[src/rtl/wvm_ram.sv]
// wvm_ram: generic simple dual-port RAM, one write and one registered read.
// No dependencies.

module wvm_ram #(
	parameter int WIDTH = 8,
	parameter int DEPTH = 256
) (
	input  logic                     clk,
	input  logic                     we,
	input  logic [$clog2(DEPTH)-1:0] waddr,
	input  logic [WIDTH-1:0]         wdata,
	input  logic                     re,
	input  logic [$clog2(DEPTH)-1:0] raddr,
	output logic [WIDTH-1:0]         rdata
);

	logic [WIDTH-1:0] mem_q [DEPTH];
	logic [WIDTH-1:0] rdata_q;

	// write port
	always_ff @(posedge clk) begin
		if (we) begin
			mem_q[waddr] <= wdata;
		end
	end

	// registered read port
	always_ff @(posedge clk) begin
		if (re) begin
			rdata_q <= mem_q[raddr];
		end
	end

	assign rdata = rdata_q;

endmodule

[config.mk]
export PLATFORM = sky130hd
export DESIGN_NAME = wvm_ram
export DESIGN_NICKNAME = d
export VERILOG_FILES = /design/src/rtl/wvm_ram.sv
export SDC_FILE = /design/constraint.sdc
export NUM_CORES = 2
export LEC_CHECK = 0
export BUFFER_PORTS_ARGS = -buffer_cell sky130_fd_sc_hd__clkbuf_2
export CAP_MARGIN = 30
export CORE_ASPECT_RATIO = 1.5
export CORE_UTILIZATION = 40
export DETAILED_ROUTE_END_ITERATION = 10
export GPL_TIMING_DRIVEN = 0
export PLACE_DENSITY = 0.6
export SYNTH_ARGS = -nofsm -noshare
export SYNTH_HDL_FRONTEND = slang
export SYNTH_SLANG_ARGS = --single-unit
[constraint.sdc]
create_clock -name clk -period 5.65 [get_ports clk]
set_input_delay 0.565 -clock clk [delete_from_list [all_inputs] [get_ports clk]]
set_output_delay 0.565 -clock clk [all_outputs]
set_load 0.05 [all_outputs]
# Yosys cells after proc, flatten, opt, wreduce, memory -nomap -nowiden
# Memories as Yosys holds them, arrays and structs flattened. A register that Yosys moved wholly into a read port is not among the register bits.
# Index checks and enable logic that the tools add are counted.
[totals] elab_cells=3 inputBits=27 mem_count=1 regBits=0 ram_bits=2048
[classes] muxes=2
[mem_list] name="mem_q" depth=256 width=8 read_ports=1 rd_clocked_by_memory_dff=1 wr=1 line_no="17" text="logic [WIDTH-1:0] mem_q [DEPTH];"
[ops] op="1-bit 2-to-1 mux" count=2

# Depth between registers and ports, before layout
[depth] depth_word=2 depth_mapped=11

# Least setup slack after synthesis
# Ideal clock, no wire load.
[synth_path] kind="input -> register" start="input raddr[0]" end="register rdata_q[2] (netlist: rdata[2]) (read register of mem_q) (data pin)" slack_ps=3009 path_stages=9 t_arrival_ps=2372 setup_ps=269 path_cell_list="buf_6 -> buf_12 -> buf_8 -> buf_2 -> mux4_2 -> a22oi_1 -> a21oi_1 -> nor4_1 -> nor4_2"
[synth_rtl] element="start, declared" line_no="13" text="input logic [$clog2(DEPTH)-1:0] raddr,"
[synth_rtl] element="end, declared" line_no="18" text="logic [WIDTH-1:0] rdata_q;"

==> flow_summary.json <==
{
  "met2_usage": 0.420,
  "initial_core_util": 0.402,
  "cts_setup_buffers": 0,
  "hp-start": "re",
  "fill_cells": 16392,
  "path_buf_inv": 5,
  "r2r_setup_slack_ps": 1900,
  "syn_avg_cell_area_um2": 21.3,
  "synth_area_leaders": "edfxtp_1 78%, mux4_2 13%, mux2i_1 1.7%",
  "netlist_instances": 3733,
  "crit_start": "raddr[1]",
  "grt_overflow": 0,
  "drt_pass1_iterations": 9,
  "power_density_nw_per_um2": 350,
  "core-area_um2": 198000,
  "r2r_start": "mem_q[83][3]",
  "layout_common_cells": "2056 x edfxtp_1, 454 x mux4_2, 282 x nor2_1, 189 x clkbuf_16, 134 x mux2i_1",
  "synth.top_cell.area_share": 0.775,
  "max_slew_margin": 0.220,
  "pin_count": 35,
  "syn_area_um2": 79600,
  "htreeDepth": 4,
  "grt_max_degree": 145,
  "cts-root-buf": "clkbuf_16",
  "placed_cell_area_um2": 84200,
  "portBuffers": 27,
  "dieArea_um2": 201000,
  "via_per_inst": 6.04,
  "place.gp.congestion": 1.10,
  "setup_tns_ps": 0,
  "fp.dieH_um": 548,
  "use_met1": 0.278,
  "cts_tree": "built",
  "synth_nets": 3760,
  "fin_area_um2": 90300,
  "crit_family": "buffers and inverters",
  "path_max_fanout": 10,
  "cts_inserted_buffers": 188,
  "drv_cap": 0,
  "drt-total-wl_um": 251000,
  "hold_buffers": 0,
  "p_leak_nw": 27.7,
  "worstPathRequired_ps": 6220,
  "synth-async-reset-ratio": 0,
  "fmax_mhz": 230,
  "layout_min_cycle_time_ps": 4340,
  "power.total_mw": 31.6,
  "hold_viol": 0,
  "ys_ff_latch": 2056,
  "cts.clk_slew.worst_paths_ps": 60,
  "hpwl_um": 172000,
  "worstMarginPinSlew_ps": 1140,
  "final_common_cell": "edfxtp_1",
  "cts_sinks": 2056,
  "cp_cell_sequence": "buf_2, buf_4, buf_4, clkbuf_1, mux4_2, a221oi_1, o32ai_1, nor3_1, nor4_1, buf_2",
  "worstHoldPathType": "in2reg",
  "rsz0062_at_grt": "no",
  "setup_violations": 0,
  "arrival_ps": 4910,
  "drt_iter0_drc": 5385,
  "avgRoutedWirePerCell_um": 36.9,
  "area_growth_syn_to_layout_pct": 13.4,
  "clockBufferDepth": 4,
  "ys_warn_count": 0,
  "globalRouteTotalUtil": 0.247,
  "synth_top_area_cell": "edfxtp_1",
  "hold_ws_ps": 71.5,
  "die_w_um": 366,
  "ir_drop_mv": 0.215,
  "period_share": 0.769,
  "max_stage_delay_ps": 840,
  "final.setup_skew_ps": 30.4,
  "synthFlopType": "edfxtp_1",
  "met3_usage": 0.0485,
  "fin_ws_ps": 1310,
  "ys_seq_area_frac": 0.775,
  "clock_latency_ps": 860,
  "cp-end-kind": "register",
  "num_vias": 41040,
  "antenna_left": 0,
  "grt.busiest_layer": "met2",
  "startpoint_type": "primary input",
  "layout.nets": 4053,
  "cts_resized": 0,
  "ys_types": 54,
  "drive_gt1_frac": 0.230,
  "fp-row-count": 200,
  "drcViolationCount": 0,
  "outcome": "complete, no violations",
  "antenna_found_initial": 21,
  "slew_viol_final": 0,
  "grt_pass1_wl_um": 339000,
  "path_class": "in2reg",
  "synth_edf_count": 2056,
  "cpMaxStageDelayCell": "nor3_1",
  "dp_slack_ps": 650,
  "grt_pass1_vias": 40931
}
## layer usage
metal	wire, um	part of all wire	vias to the layer above
li1	-	-	16266
met4	21700	0.087	16
met3	21500	0.086	657
met2	124000	0.50	2290
met5	112	0.00045	-
met1	83000	0.33	21811
## stage by stage
step | util | cells
CTS | 0.456 | 6785
global route | 0.456 | 6792
global placement | 0.420 | 6386
detailed placement | 0.425 | 6457
finish | 0.456 | 6798
floorplan | - | 3733
## cells in the mapped netlist, types with 3 or more instances
cell type  number
buf_1          22
clkbuf_1      111
buf_6          21
mux2i_1       134
o22a_1          5
nor2b_1        31
o32ai_1         4
o221ai_1       46
buf_4          27
o22ai_1        28
a22oi_1       133
nor4_2          3
nand2b_1        8
buf_12          8
edfxtp_1     2056
buf_8          13
nand4_1        10
or2_2           4
o21ai_0        10
nor4_1         24
nor3_1         22
a221oi_1       13
nand2_1        33
a211oi_1       16
and2_1          6
nor2_1        282
nand3_1        34
o211ai_1       10
a22o_1          8
mux4_2        454
a21oi_1        96
buf_2          31
## worst reg2reg max path, cell delays in order, from the launching register on
cell and delay (ps):
edfxtp_1 370, mux4_2 490, a22o_1 270, a221oi_1 740
o32ai_1 350, nor3_1 840, nor4_1 200, buf_2 230
## cell type report
cell class                      count  area (um^2)  area share
Sequential cell                  2056        61700       0.684
Multi-Input combinational cell   1442        16500       0.182
Clock buffer                      220         4850      0.0537
Tap cell                         2626         3290      0.0364
Buffer                            233         1480      0.0164
Timing Repair Buffer              103         1250      0.0139
Clock inverter                    108         1170      0.0130
Antenna cell                        8         20.0    0.000222
Inverter                            2         7.51   0.0000832
## path summary, 6_finish.rpt
path                            depth (start not counted)       end
worst min-delay path                                    1  rdata[4]
worst max register to register                          7  rdata[3]
worst max-delay path                                   10  rdata[3]
worst min register to register                          7  rdata[5]
## sequential cells by signal, summed over array words and instances (netlist names)
signal	count
mem_q	2048
rdata	8
## kinds of logic after synthesis
| family | share of synthesized area |
|---|---|
| DFF | 0.775 |
| muxes | 0.146 |
| and+or+nand+nor | 0.0263 |
| AOI/OAI and AO/OA | 0.0342 |
| buffers and inverters | 0.0183 |
## where the power goes
group	internal (mW)	leakage, nW	switching, mW
clock	7.23	2.94	5.61
sequential	16.8	18.5	0.00877
combinational	0.579	6.27	1.33
Note: power is estimated with default switching activity, not from simulation.
