## src/rtl/wvm_pkg.sv

```systemverilog
// wvm_pkg: item codes, constants and the envelope decay arithmetic of the
// wavetable voice mixer. No dependencies; used by wvm_mac and the top level.

package wvm_pkg;

	// item function codes
	typedef enum logic [2:0] {
		FUNC_SAMPLE     = 3'd0,
		FUNC_NOTE_ON    = 3'd1,
		FUNC_ENV_TICK   = 3'd2,
		FUNC_WAVE_WRITE = 3'd3,
		FUNC_ENV_WRITE  = 3'd4,
		FUNC_CLEAR      = 3'd5
	} func_t;

	localparam int MIX_W = 12;                     // mix accumulator, eight voices
	localparam logic [7:0]  DIVIDE_RESET = 8'd130;
	localparam logic [7:0]  LEVEL_FULL   = 8'd255;
	localparam logic [7:0]  PWM_OFFSET   = 8'd128;
	localparam logic [7:0]  PWM_TOP      = 8'd255; // +127 clamped, plus offset
	localparam logic [7:0]  PWM_BOTTOM   = 8'd1;   // -127 clamped, plus offset
	localparam logic signed [MIX_W-1:0] MIX_MAX = 12'sd127;
	localparam logic signed [MIX_W-1:0] MIX_MIN = -12'sd127;
	localparam logic signed [16:0] STEP_BIAS    = 17'sd138;
	localparam logic signed [13:0] DECAY_OFFSET = 14'sd103;
	localparam logic [16:0] DECAY_LIMIT = 17'd32768;

	// New decay accumulator for one voice, held at the limit once reached
	function automatic logic [15:0] decay_sum(logic [15:0] step, logic [15:0] acc);
		logic signed [16:0] biased;
		logic signed [13:0] d;
		logic [11:0]        delta;
		logic [16:0]        s;
		biased = signed'({1'b0, step}) - STEP_BIAS;
		d      = 14'(biased >>> 4) + DECAY_OFFSET;   // 94 .. 4190, never negative
		delta  = 12'(d >>> 1);
		s      = {1'b0, acc} + 17'(delta);
		return (s >= DECAY_LIMIT) ? 16'(DECAY_LIMIT) : s[15:0];
	endfunction

endpackage

```

## src/rtl/wvm_mac.sv

```systemverilog
// wvm_mac: shared multiply, floor shift and accumulate unit for the voice mix.
// Depends on wvm_pkg for the accumulator width.

module wvm_mac (
	input  logic                            clk,
	input  logic                            arst_n,
	input  logic                            clear,
	input  logic                            en,
	input  logic signed [7:0]               sample,
	input  logic [7:0]                      level,
	output logic signed [wvm_pkg::MIX_W-1:0] acc,
	output logic                            busy
);

	logic signed [16:0]               prod_s2;
	logic                             prod_v_s2;
	logic signed [wvm_pkg::MIX_W-1:0] acc_q;
	logic signed [16:0]               prod;

	// signed wave sample times unsigned level
	assign prod = 17'(sample) * 17'(signed'({1'b0, level}));

	// product stage, then accumulate the floor-shifted product
	always_ff @(posedge clk or negedge arst_n) begin
		if (!arst_n) begin
			prod_s2   <= '0;
			prod_v_s2 <= 1'b0;
			acc_q     <= '0;
		end else begin
			prod_v_s2 <= en;
			if (en) begin
				prod_s2 <= prod;
			end
			if (clear) begin
				acc_q <= '0;
			end else if (prod_v_s2) begin
				acc_q <= acc_q + wvm_pkg::MIX_W'(prod_s2 >>> 8);
			end
		end
	end

	assign acc  = acc_q;
	assign busy = prod_v_s2;

endmodule

```

## config.mk

```make
export PLATFORM = sky130hd
export DESIGN_NAME = wvm_mac
export DESIGN_NICKNAME = d
export VERILOG_FILES = /design/src/rtl/wvm_pkg.sv /design/src/rtl/wvm_mac.sv
export SDC_FILE = /design/constraint.sdc
export NUM_CORES = 1
export LEC_CHECK = 0
export ABC_CLOCK_PERIOD_IN_PS = 3200
export BUFFER_PORTS_ARGS = -buffer_cell sky130_fd_sc_hd__buf_2
export CORE_ASPECT_RATIO = 0.75
export CORE_MARGIN = 2
export CORE_UTILIZATION = 35
export CTS_CLUSTER_SIZE = 12
export DETAILED_ROUTE_END_ITERATION = 16
export GPL_ROUTABILITY_DRIVEN = 0
export PLACE_DENSITY = 0.49
export SKIP_LAST_GASP = 1
export SLEW_MARGIN = 10
export SYNTH_ARGS = -nofsm -noshare
export SYNTH_HDL_FRONTEND = slang
export SYNTH_SLANG_ARGS = --single-unit
```

## constraint.sdc

```tcl
create_clock -name clk -period 3.2 [get_ports clk]
set_clock_uncertainty 0.15 [all_clocks]
set_input_delay 0.32 -clock clk [delete_from_list [all_inputs] [get_ports clk]]
set_output_delay 0.32 -clock clk [all_outputs]
set_load 0.1 [all_outputs]
```

; ---- Yosys cells after proc, flatten, opt, wreduce, memory -nomap -nowiden
; Index checks and enable logic that the tools add are counted.
; W data, S select, Z words.
[op_classes]
div = 0
add_sub_neg = 1
eq_ne = 0
n_mux = 2
n_reduce_logical = 1
n_mul = 1
n_lt_le_gt_ge = 0
shifts = 0
bitwise_logic = 0
[op_table]
columns = op, count
row1 = $mux W12, 2
row2 = $mul A8 B9 Y17, 1
row3 = $add A12 B9 Y12, 1
row4 = $reduce_bool A2 Y1, 1
[word_totals]
wordCells = 8
output_inout_bits = 13
n_memories = 0
mem_bits_ro = 0
mem_bits_rw = 0
ff_bits = 30
latchBits = 0
input_bits = 20

; ---- Depth between registers and ports, before layout
; Gate-level depths: netlist of run 1.
[depth]
depth_word = 3
depth_mapped = 16
ltp_nobuf = 16

; ---- Worst setup path before layout of run 1
; Ideal clock, no wire load.
[synth_timing]
path_kind = input to register
from = input sample[7]
to = register prod_s2[13]
setup_time_ps = 65
cell_stages = 14
arrival_ps = 4229
n_path_buf = 0
setup_slack_ps = -1244
required_ps = 2985
cell_sequence = inv_1 > nor2_1 > fa_1 > fa_1 > fa_1 > inv_1 > fa_1 > inv_1 > ha_1 > a211o_1 > o31a_1 > a41o_1 > o41ai_1 > a31o_2
[synth_via]
elab_chain_cells = 1
[synth_rtl]
columns = item, line_no
row1 = "start, declared", wvm_mac.sv:9  ; input logic signed [7:0] sample,
row2 = $mul A8 B9 Y17, wvm_mac.sv:21  ; assign prod = 17'(sample) * 17'(signed'({1'b0, level}));
row3 = "end signal, assigned", wvm_mac.sv:32  ; prod_s2 <= prod;
row4 = "end, declared", wvm_mac.sv:15  ; logic signed [16:0] prod_s2;
; Every way passes these cells.
; A chain may end at the register's enable or synchronous reset.

; ---- Worst setup path in the final report of run 1
[layout_timing]
from = input level[6]
to = register prod_s2[16]
[layout_via]
elab_chain_cells = 1
[layout_rtl]
columns = item, line_no
row1 = "start, declared", wvm_mac.sv:10  ; input logic [7:0] level,
row2 = $mul A8 B9 Y17, wvm_mac.sv:21
; Every way passes these cells.

==> impl_metrics.tcl, run 1 <==
set metrics [dict create \
    outcome "finished with violations" \
    violations "setup timing" \
    die_height_um 88.7 \
    ys.flop_type "dfrtp_1" \
    avgSynthCellArea_um2 9.37 \
    ys_seq_area_share_pct 16.5 \
    power_frac_clock_pct 8.5 \
    totalWireLength_um 7780 \
    diodes 0 \
    p_per_area_mw_per_mm2 755 \
    synth.net_count 465 \
    grt-ovfl-total 0 \
    yosys_register_bits 22 \
    p_leak_nw 2.34 \
    path_clk_slew_ns 0.06 \
    rsz0062_at_grt "yes" \
    routedWlPerCell_um 13.5 \
    cts_htree_levels 1 \
    crit_chain "buf_6, buf_6, and2_4, fa_2, fa_2, fa_1, inv_1, fa_2, inv_2, ha_4, a211o_1, a2bb2oi_1, o31a_1, buf_6, a211oi_4, xnor2_1, a21oi_1" \
    power_frac_comb_pct 78.0 \
    pre_cts_ws_ns -1.40 \
    clock_latency_ns 0.25 \
    cp_max_fo 4 \
    dp_hpwl_um 6470 \
    min_period_ns 4.14 \
    layout_setup_ws_ns -0.944 \
    drtPass1Iterations 4 \
    drive_gt1_share_pct 34.6 \
    p_int_mw 1.80 \
    clock-root-buffer "clkbuf_16" \
    max_freq_mhz 241 \
    ir_worst_vdd_mv 0.455 \
    critPathRequiredTime_ns 3.18 \
    switching_share_pct 47.6 \
    setup_viol 9 \
    yosys-top-cells-area "fa_1, ha_1, dfrtp_1, and2_1, inv_1" \
    grt_pass1_vias 2699 \
    first_iter_violations 90 \
    post_dp_cell_area_mm2 0.00413 \
    slew_headroom_pct 64.1 \
    core_region_area_mm2 0.00916 \
    cts_max_path_buffers 2 \
    io_pins 33 \
    rows 30 \
    max_stage_delay_ns 0.56 \
    tightest_slew_ns 0.538 \
    criticalPathCategory "input port to flip-flop" \
    dieArea_mm2 0.0104 \
    synthCells 357 \
    maxSlewViolCount 0 \
    gr-usage-all-layers_pct 15.7 \
    cp.arrival_ns 4.12 \
    synthToLayoutAreaGrowth_pct 35.7 \
    grt_max_degree 23 \
    cp_slowest_cell "fa_2" \
    synth_cell_type_count 43 \
    hold_path.class "input port to flip-flop" \
    hold_viol 0 \
    synth.largest_area_cell "fa_1" \
    synth_top_cell_area_share_pct 21.5 \
    cp_num_buf_inv 5 \
    seqPwrFrac_pct 13.5 \
    clock-sinks 22 \
    num_vias 2785 \
    switchingPower_mw 1.63 \
    cts_tree "built" \
    cap_violations 0 \
    die_width_um 117 \
    vias_per_cell 4.84 \
    min_period_over_period_pct 129 \
    design_area_mm2 0.00454 \
    worstSetupEndpointType "flip-flop" \
    drc 0 \
    io_buffers 32 \
    yosys-top-cells-count "ha_1, inv_1, and2_1, fa_1, nand2_1" \
    antenna_found_initial 0 \
    initial_core_util_pct 36.5 \
    grt_pass1_wl_um 12800 \
    synth_warnings 0 \
    drtAntennaViolNets 0 \
    cpLargestDelayFamily "adder cells" \
    synth_edf_count 0 \
    netlist_area_mm2 0.00335 \
    nNetsFinal 557 \
    cp-start-kind "input port" \
    cts-buffers-inserted 3 \
    synthArstFlopShare_pct 100 \
]
==> registers in the layout, indices dropped and copies added (netlist names) <==
signal and count:
prod_s2 9, busy 1, acc 12
==> per-stage QoR <==
step	std cells	util [%]	power, mW	TNS [ns]	hold slack (ns)
finish	576	49.6	3.43	-7.19	0.185
CTS	575	48.6	3.43	-7.34	0.189
global route	576	49.6	3.74	-8.06	0.194
floorplan	357	-	2.23	-7.49	-0.126
detailed placement	565	45.0	2.92	-11.06	0.181
global placement	565	45.0	2.89	-10.60	0.185
==> worst paths after layout <==
check | start | end | slack, ns | cells past startpoint
worst max-delay path | level[6] | prod_s2[16] | -0.94 | 17
worst min-delay path | en | busy | 0.18 | 1
worst max register to register | acc[4] | acc[11] | 0.63 | 7
worst min register to register | prod_s2[15] | prod_s2[15] | 0.36 | 2
max in group asynchronous | arst_n | busy | 2.10 | 2
min in group asynchronous | arst_n | acc[8] | 0.44 | 2
==> power by group through the flow <==
stage / Combinational, mW / Clock [mW] / Sequential (mW)
detailed placement: 2.45 / 0 / 0.471
CTS: 2.66 / 0.299 / 0.466
global placement: 2.42 / 0 / 0.471
global route: 2.95 / 0.312 / 0.481
floorplan: 1.40 / 0 / 0.834
finish: 2.67 / 0.291 / 0.464
==> cell type report <==
cell class	count	area [µm²]
multi-input cells	280	2860
flip-flops and latches	22	551
repair buffers	90	684
clock buffers	4	88.8
well taps	128	160
inverters	52	199
fillers	876	4620
==> repair_timing <==
| action | CTS | global route |
|---|---|---|
| gates cloned | 0 | 0 |
| endpoints found under the hold margin | 22 | 0 |
| pin swaps | 37 | 31 |
| setup endpoints to repair | 9 | 9 |
| setup buffers | 5 | 1 |
| hold buffers | 1 | 0 |
| resized for setup | 43 | 22 |
==> per-layer routing <==
layer / vias up / GRT usage (%) / part of all wire [%] / routed length, µm
li1: 1382 / - / - / -
met1: 1374 / 24.6 / 52 / 4040
met2: 27 / 23.8 / 44 / 3410
met3: 2 / 2.53 / 3.9 / 303
met4: 0 / 1.28 / 0.28 / 22
met5: - / 0 / 0 / 0
==> cells in the final DEF, fill, tap and decap left out, types with 4 or more instances in the layout <==
| cell type | count |
|---|---|
| buf_6 | 13 |
| a21o_1 | 7 |
| xor2_1 | 6 |
| ha_4 | 7 |
| nand2_1 | 18 |
| inv_1 | 45 |
| ha_1 | 45 |
| and3_1 | 5 |
| inv_2 | 6 |
| and2_1 | 32 |
| nor2_1 | 19 |
| a211oi_1 | 4 |
| buf_4 | 51 |
| mux2i_1 | 6 |
| fa_2 | 9 |
| and2_4 | 7 |
| mux2_2 | 4 |
| buf_2 | 23 |
| nand2_2 | 6 |
| a21oi_1 | 15 |
| a22o_1 | 4 |
| dfrtp_1 | 22 |
| o21ai_0 | 5 |
| xnor2_1 | 7 |
| fa_1 | 27 |
==> logic make-up (layout without fill, tap and decap cells) <==
group	count (synthesis)	in the layout	share of synthesized area [%]
DFF	22	22	16.5
muxes	10	10	3.14
adders and majority gates	88	88	41.0
xor gates and xnor gates	15	15	3.93
AOI/OAI and AO/OA	62	62	12.9
and+or+nand+nor	105	105	16.4
buffers and inverters	55	146	6.17
Note: power is estimated with default switching activity, not from simulation.
==> run 2: changes to the inputs <==
Settings changed: CORE_UTILIZATION 35 to 60, PLACE_DENSITY 0.49 to 0.78.
==> run 2 against run 1 <==
  * The run still ends with setup timing left
  * Maximum frequency fell by 0.61%
  * Via count rose by 5.9%
  * Hold slack worse by 0.0070 ns
  * Register-to-register slack got worse by 0.10 ns
  * Sequential cell count is the same
  * Critical endpoint unchanged
  * Largest cell class unchanged
==> impl_metrics.tcl, run 2 (synthesis results as in run 1) <==
set metrics [dict create \
    gr-usage-all-layers_pct 26.2 \
    routedWlPerCell_um 16.2 \
    drive_gt1_share_pct 32.9 \
    finalPower_mw 3.50 \
    hold_depth 1 \
    hold_path.class "input port to flip-flop" \
    initial_core_util_pct 62.5 \
    critical_path.startpoint "level[2]" \
    layout_setup_ws_ns -0.969 \
    outcome "finished with violations" \
    critPathRequiredTime_ns 3.20 \
    cts_htree_levels 1 \
    synthToLayoutAreaGrowth_pct 32.0 \
    largest_reg_flops 12 \
    clock-root-buffer "clkbuf_8" \
    criticalPathCategory "input port to flip-flop" \
    cp_max_fo 4 \
    slew_headroom_pct 64.4 \
    dp_hpwl_um 6210 \
    layout_common_cells "buf_4, ha_1, inv_1" \
    clock_latency_ns 0.27 \
    grt_pass1_vias 2721 \
    clock-sinks 22 \
    rows 23 \
    rsz0062_at_grt "yes" \
    vias_per_cell 5.65 \
    nNetsFinal 556 \
    design_area_mm2 0.00442 \
    hold_viol 0 \
    max_freq_mhz 240 \
    cts-buffers-inserted 3 \
    io_pins 33 \
    ir_worst_vdd_mv 0.854 \
    violations "setup timing" \
    min_period_ns 4.17 \
    path_clk_slew_ns 0.09 \
    reg2reg_from "acc[3]" \
    grt_pass1_wl_um 12900 \
    min_period_over_period_pct 130 \
    antenna_found_initial 0 \
    cap_violations 0 \
    post-place-cells 508 \
    cts_max_path_buffers 2 \
    mostFrequentLayoutCell "buf_4" \
    num_vias 2948 \
    r2r_slack_ns 0.53 \
    cts_tree "built" \
    tightest_slew_ns 0.532 \
    die_height_um 68.7 \
    core_region_area_mm2 0.00535 \
    cp.arrival_ns 4.17 \
    grt-ovfl-total 0 \
    diodes 0 \
    setup_viol 9 \
    fin_cells 522 \
    first_iter_violations 147 \
    worstSetupEndpointType "flip-flop" \
    dieArea_mm2 0.00620 \
    drc 0 \
    drtPass1Iterations 4 \
    die_width_um 90.2 \
    p_leak_nw 2.32 \
    reg2reg_depth 7 \
    p_per_area_mw_per_mm2 793 \
    cp-start-kind "input port" \
    drtAntennaViolNets 0 \
    grt_max_degree 23 \
    totalWireLength_um 8460 \
    maxSlewViolCount 0 \
    min_from "en" \
    io_buffers 32 \
    post_dp_cell_area_mm2 0.00403 \
    fin_hold_ws_ns 0.178 \
]
[run 2: changes by cell type in the layout (fill, tap and decap cells not counted), moves of 2 or more]
cell | previous run | this run
fa_1 | 27 | 32
nand2b_4 | 2 | 0
clkbuf_8 | 1 | 3
fa_2 | 9 | 4
clkbuf_16 | 3 | 0
nand2b_1 | 1 | 3
a211oi_2 | 0 | 2
[run 2: final timing paths]
check                               to
setup / recovery           prod_s2[16]
hold / removal                    busy
setup reg to reg               acc[11]
hold reg to reg             prod_s2[8]
max in group asynchronous       acc[3]
min in group asynchronous       acc[7]
[run 2: final cells by class]
type / count / area, µm²
clock buffer: 3 / 41.3
clock inverter: 1 / 30.0
fill: 319 / 936
inverter: 52 / 199
multi-input combinational: 280 / 2830
sequential: 22 / 551
tap: 75 / 93.8
timing repair buffer: 89 / 676
[run 2: worst max-delay path, cell delays in order]
cell and delay, ns:
buf_2 0.15, and2_1 0.19, fa_1 0.56, fa_2 0.45, fa_1 0.53, inv_2 0.04, fa_1 0.52, inv_2 0.05
ha_4 0.15, a211o_1 0.30, o31a_1 0.33, buf_6 0.14, a211oi_2 0.21, xnor2_1 0.14, a21oi_1 0.08
[run 2: layer usage]
layer	part of all wire, %	global-route usage [%]	vias up
met4	1.2	4.62	0
met3	5.0	3.70	14
met5	0	0	-
met2	49	42.6	106
met1	45	38.6	1445
li1	-	-	1383
[run 2: metrics by stage]
step,util (%),worst slack [ns],setup TNS [ns]
after global routing,82.5,-1.04,-8.52
after detailed placement,75.3,-1.31,-10.65
after floorplan,-,-1.05,-7.49
after global placement,75.3,-1.23,-9.98
after CTS,80.8,-0.989,-7.37
final,82.5,-0.969,-7.84
[run 2: timing repair]
action | 4_1_cts | 5_1_grt
resized for setup | 38 | 23
endpoints found under the hold margin | 22 | 0
pin swaps | 36 | 26
setup endpoints to repair | 9 | 9
setup buffers | 9 | 2
hold buffers | 1 | 0
gates cloned | 0 | 0
[run 2: report_power, final]
| group | internal, mW | leakage (nW) | switching [mW] |
|---|---|---|---|
| sequential | 0.382 | 0.278 | 0.0867 |
| combinational | 1.23 | 2.01 | 1.53 |
| clock | 0.167 | 0.0357 | 0.0993 |
==> run 3: changes to the inputs <==
==> constraint.sdc (replaced) <==
create_clock -name clk -period 3.2 [get_ports clk]
set_clock_uncertainty 0.15 [all_clocks]
set_input_delay 0.64 -clock clk [delete_from_list [all_inputs] [get_ports clk]]
set_output_delay 0.64 -clock clk [all_outputs]
set_load 0.1 [all_outputs]
==> run 3 against run 2 <==
  * The run still ends with setup timing left
  * Critical path type unchanged
  * Sequential power hardly changed
  * Total power grew 0.58%
  * Core utilization decreased by 0.68 points
==> impl_metrics.tcl, run 3 (synthesis results as in run 1) <==
set metrics [dict create \
    outcome "finished with violations" \
    violations "setup timing" \
    switching_share_pct 49.1 \
    first_iter_violations 185 \
    min_period_ns 4.57 \
    p_leak_nw 2.30 \
    drtAntennaViolNets 0 \
    grt-ovfl-total 0 \
    switchingPower_mw 1.73 \
    post-place-cells 508 \
    clock_latency_ns 0.27 \
    r2r_slack_ns 0.62 \
    max_freq_mhz 219 \
    dieArea_mm2 0.00620 \
    totalWireLength_um 8360 \
    crit_chain "buf_2, and2_4, fa_1, fa_1, fa_1, inv_1, fa_1, inv_2, ha_4, a211o_1, o31a_1, a41o_1, o41ai_2, a31o_2" \
    clock-root-buffer "clkbuf_8" \
    diodes 0 \
    layout_common_cells "buf_4, inv_1, ha_1" \
    tns_ns -10.77 \
    initial_core_util_pct 62.5 \
    cp_slowest_cell "fa_1" \
    die_height_um 68.7 \
    path_common_cell "fa_1" \
    cp-start-kind "input port" \
    clock-sinks 22 \
    cts_htree_levels 1 \
    finalPower_mw 3.52 \
    routedWlPerCell_um 16.1 \
    drive_gt1_share_pct 32.4 \
    io_buffers 32 \
    setup_viol 9 \
    slew_headroom_pct 66.8 \
    reg2reg_depth 7 \
    cp.depth 14 \
    reg2reg_from "acc[4]" \
    cpLargestDelayFamily "adder cells" \
    cts_max_path_buffers 2 \
    rsz0062_at_grt "yes" \
    layout_setup_ws_ns -1.37 \
    nNetsFinal 553 \
    seqPwrFrac_pct 13.3 \
    endpoint "prod_s2[13]" \
    drtPass1Iterations 5 \
    timing.rr.end "acc[11]" \
    min_period_over_period_pct 143 \
    dp_hpwl_um 6330 \
    mostFrequentLayoutCell "buf_4" \
    vias_per_cell 5.59 \
    cap_violations 0 \
    cp_num_buf_inv 3 \
    critical_path.startpoint "sample[4]" \
    synthToLayoutAreaGrowth_pct 30.9 \
    p_int_mw 1.79 \
    rows 23 \
    fin_cells 519 \
    io_pins 33 \
    core_region_area_mm2 0.00535 \
    fin_hold_ws_ns 0.180 \
    grt_max_degree 23 \
    critPathRequiredTime_ns 3.25 \
    cp.arrival_ns 4.63 \
    hold_viol 0 \
    grt_pass1_wl_um 12500 \
    die_width_um 90.2 \
    ir_worst_vdd_mv 0.795 \
    max_stage_delay_ns 0.55 \
    p_per_area_mw_per_mm2 804 \
    num_vias 2901 \
    path_clk_slew_ns 0.08 \
    hold_path.class "input port to async pin" \
    maxSlewViolCount 0 \
    cts_tree "built" \
    largest_reg_flops 12 \
    drc 0 \
    antenna_found_initial 0 \
    cts-buffers-inserted 3 \
    gr-usage-all-layers_pct 25.5 \
    tightest_slew_ns 0.498 \
    power_frac_clock_pct 7.5 \
    power_frac_comb_pct 79.3 \
    cp_max_fo 4 \
    criticalPathCategory "input port to flip-flop" \
    worstSetupEndpointType "flip-flop" \
    grt_pass1_vias 2651 \
]
## run 3: cell types whose count changed in the layout (fill, tap and decap cells not counted), moves of 2 or more
| cell | change |
|---|---|
| nand2_1 | +3 |
| buf_6 | -2 |
| buf_4 | -4 |
| buf_2 | +5 |
| nand2_2 | -3 |
## run 3: worst min-delay path by stage
stage / start / slack (ns) / to / cells after the start
floorplan: arst_n / 0.19 / acc[0] / 0
global placement: prod_s2[15] / 0.33 / prod_s2[15] / 2
detailed placement: prod_s2[15] / 0.33 / prod_s2[15] / 2
CTS: arst_n / 0.20 / acc[5] / 1
global route: arst_n / 0.22 / acc[5] / 1
finish: arst_n / 0.18 / acc[8] / 1
## run 3: cell type report
type / instances / area (µm²)
Clock buffer: 3 / 41.3
Clock inverter: 1 / 30.0
Fill cell: 323 / 972
Inverter: 52 / 199
Multi-Input combinational cell: 280 / 2840
Sequential cell: 22 / 551
Tap cell: 75 / 93.8
Timing Repair Buffer: 86 / 623
## run 3: per-layer routing
metal	GRT usage (%)	share of wire (%)	up-vias	routed length, µm
met5	0	0	-	0
met4	2.88	0.71	0	59
met3	3.70	5.0	10	417
met2	41.4	49	84	4100
met1	38.1	45	1434	3780
li1	-	-	1373	-
## run 3: per-stage QoR
step | utilization [%] | setup slack (ns) | instance area (µm²)
global placement | 75.3 | -1.55 | 4030
detailed placement | 75.3 | -1.62 | 4030
global route | 81.8 | -1.46 | 4380
floorplan | - | -1.37 | 3430
finish | 81.8 | -1.37 | 4380
CTS | 79.6 | -1.27 | 4260
## run 3: power groups by stage
stage               sequential, mW  clock, mW  combinational (mW)
floorplan                    0.834          0                1.40
global placement             0.466          0                2.36
detailed placement           0.469          0                2.47
CTS                          0.465      0.267                2.61
global route                 0.480      0.280                3.00
finish                       0.468      0.263                2.79
## run 3: timing repair
action                                  in CTS  in global routing
hold endpoints to repair                     0                  0
setup buffers                                6                  2
resized for setup                           32                 19
endpoints found under the setup margin       9                  9
hold buffers                                 0                  0
pin swaps                                   33                 17
## run 3: worst register-to-register path, delay by kind of cell (launching register included)
| family | cells | cell delay [ns] |
|---|---|---|
| AOI/OAI and AO/OA | 4 | 0.96 |
| and+or+nand+nor | 2 | 0.63 |
| adders and majority gates | 1 | 0.36 |
| DFF | 1 | 0.42 |
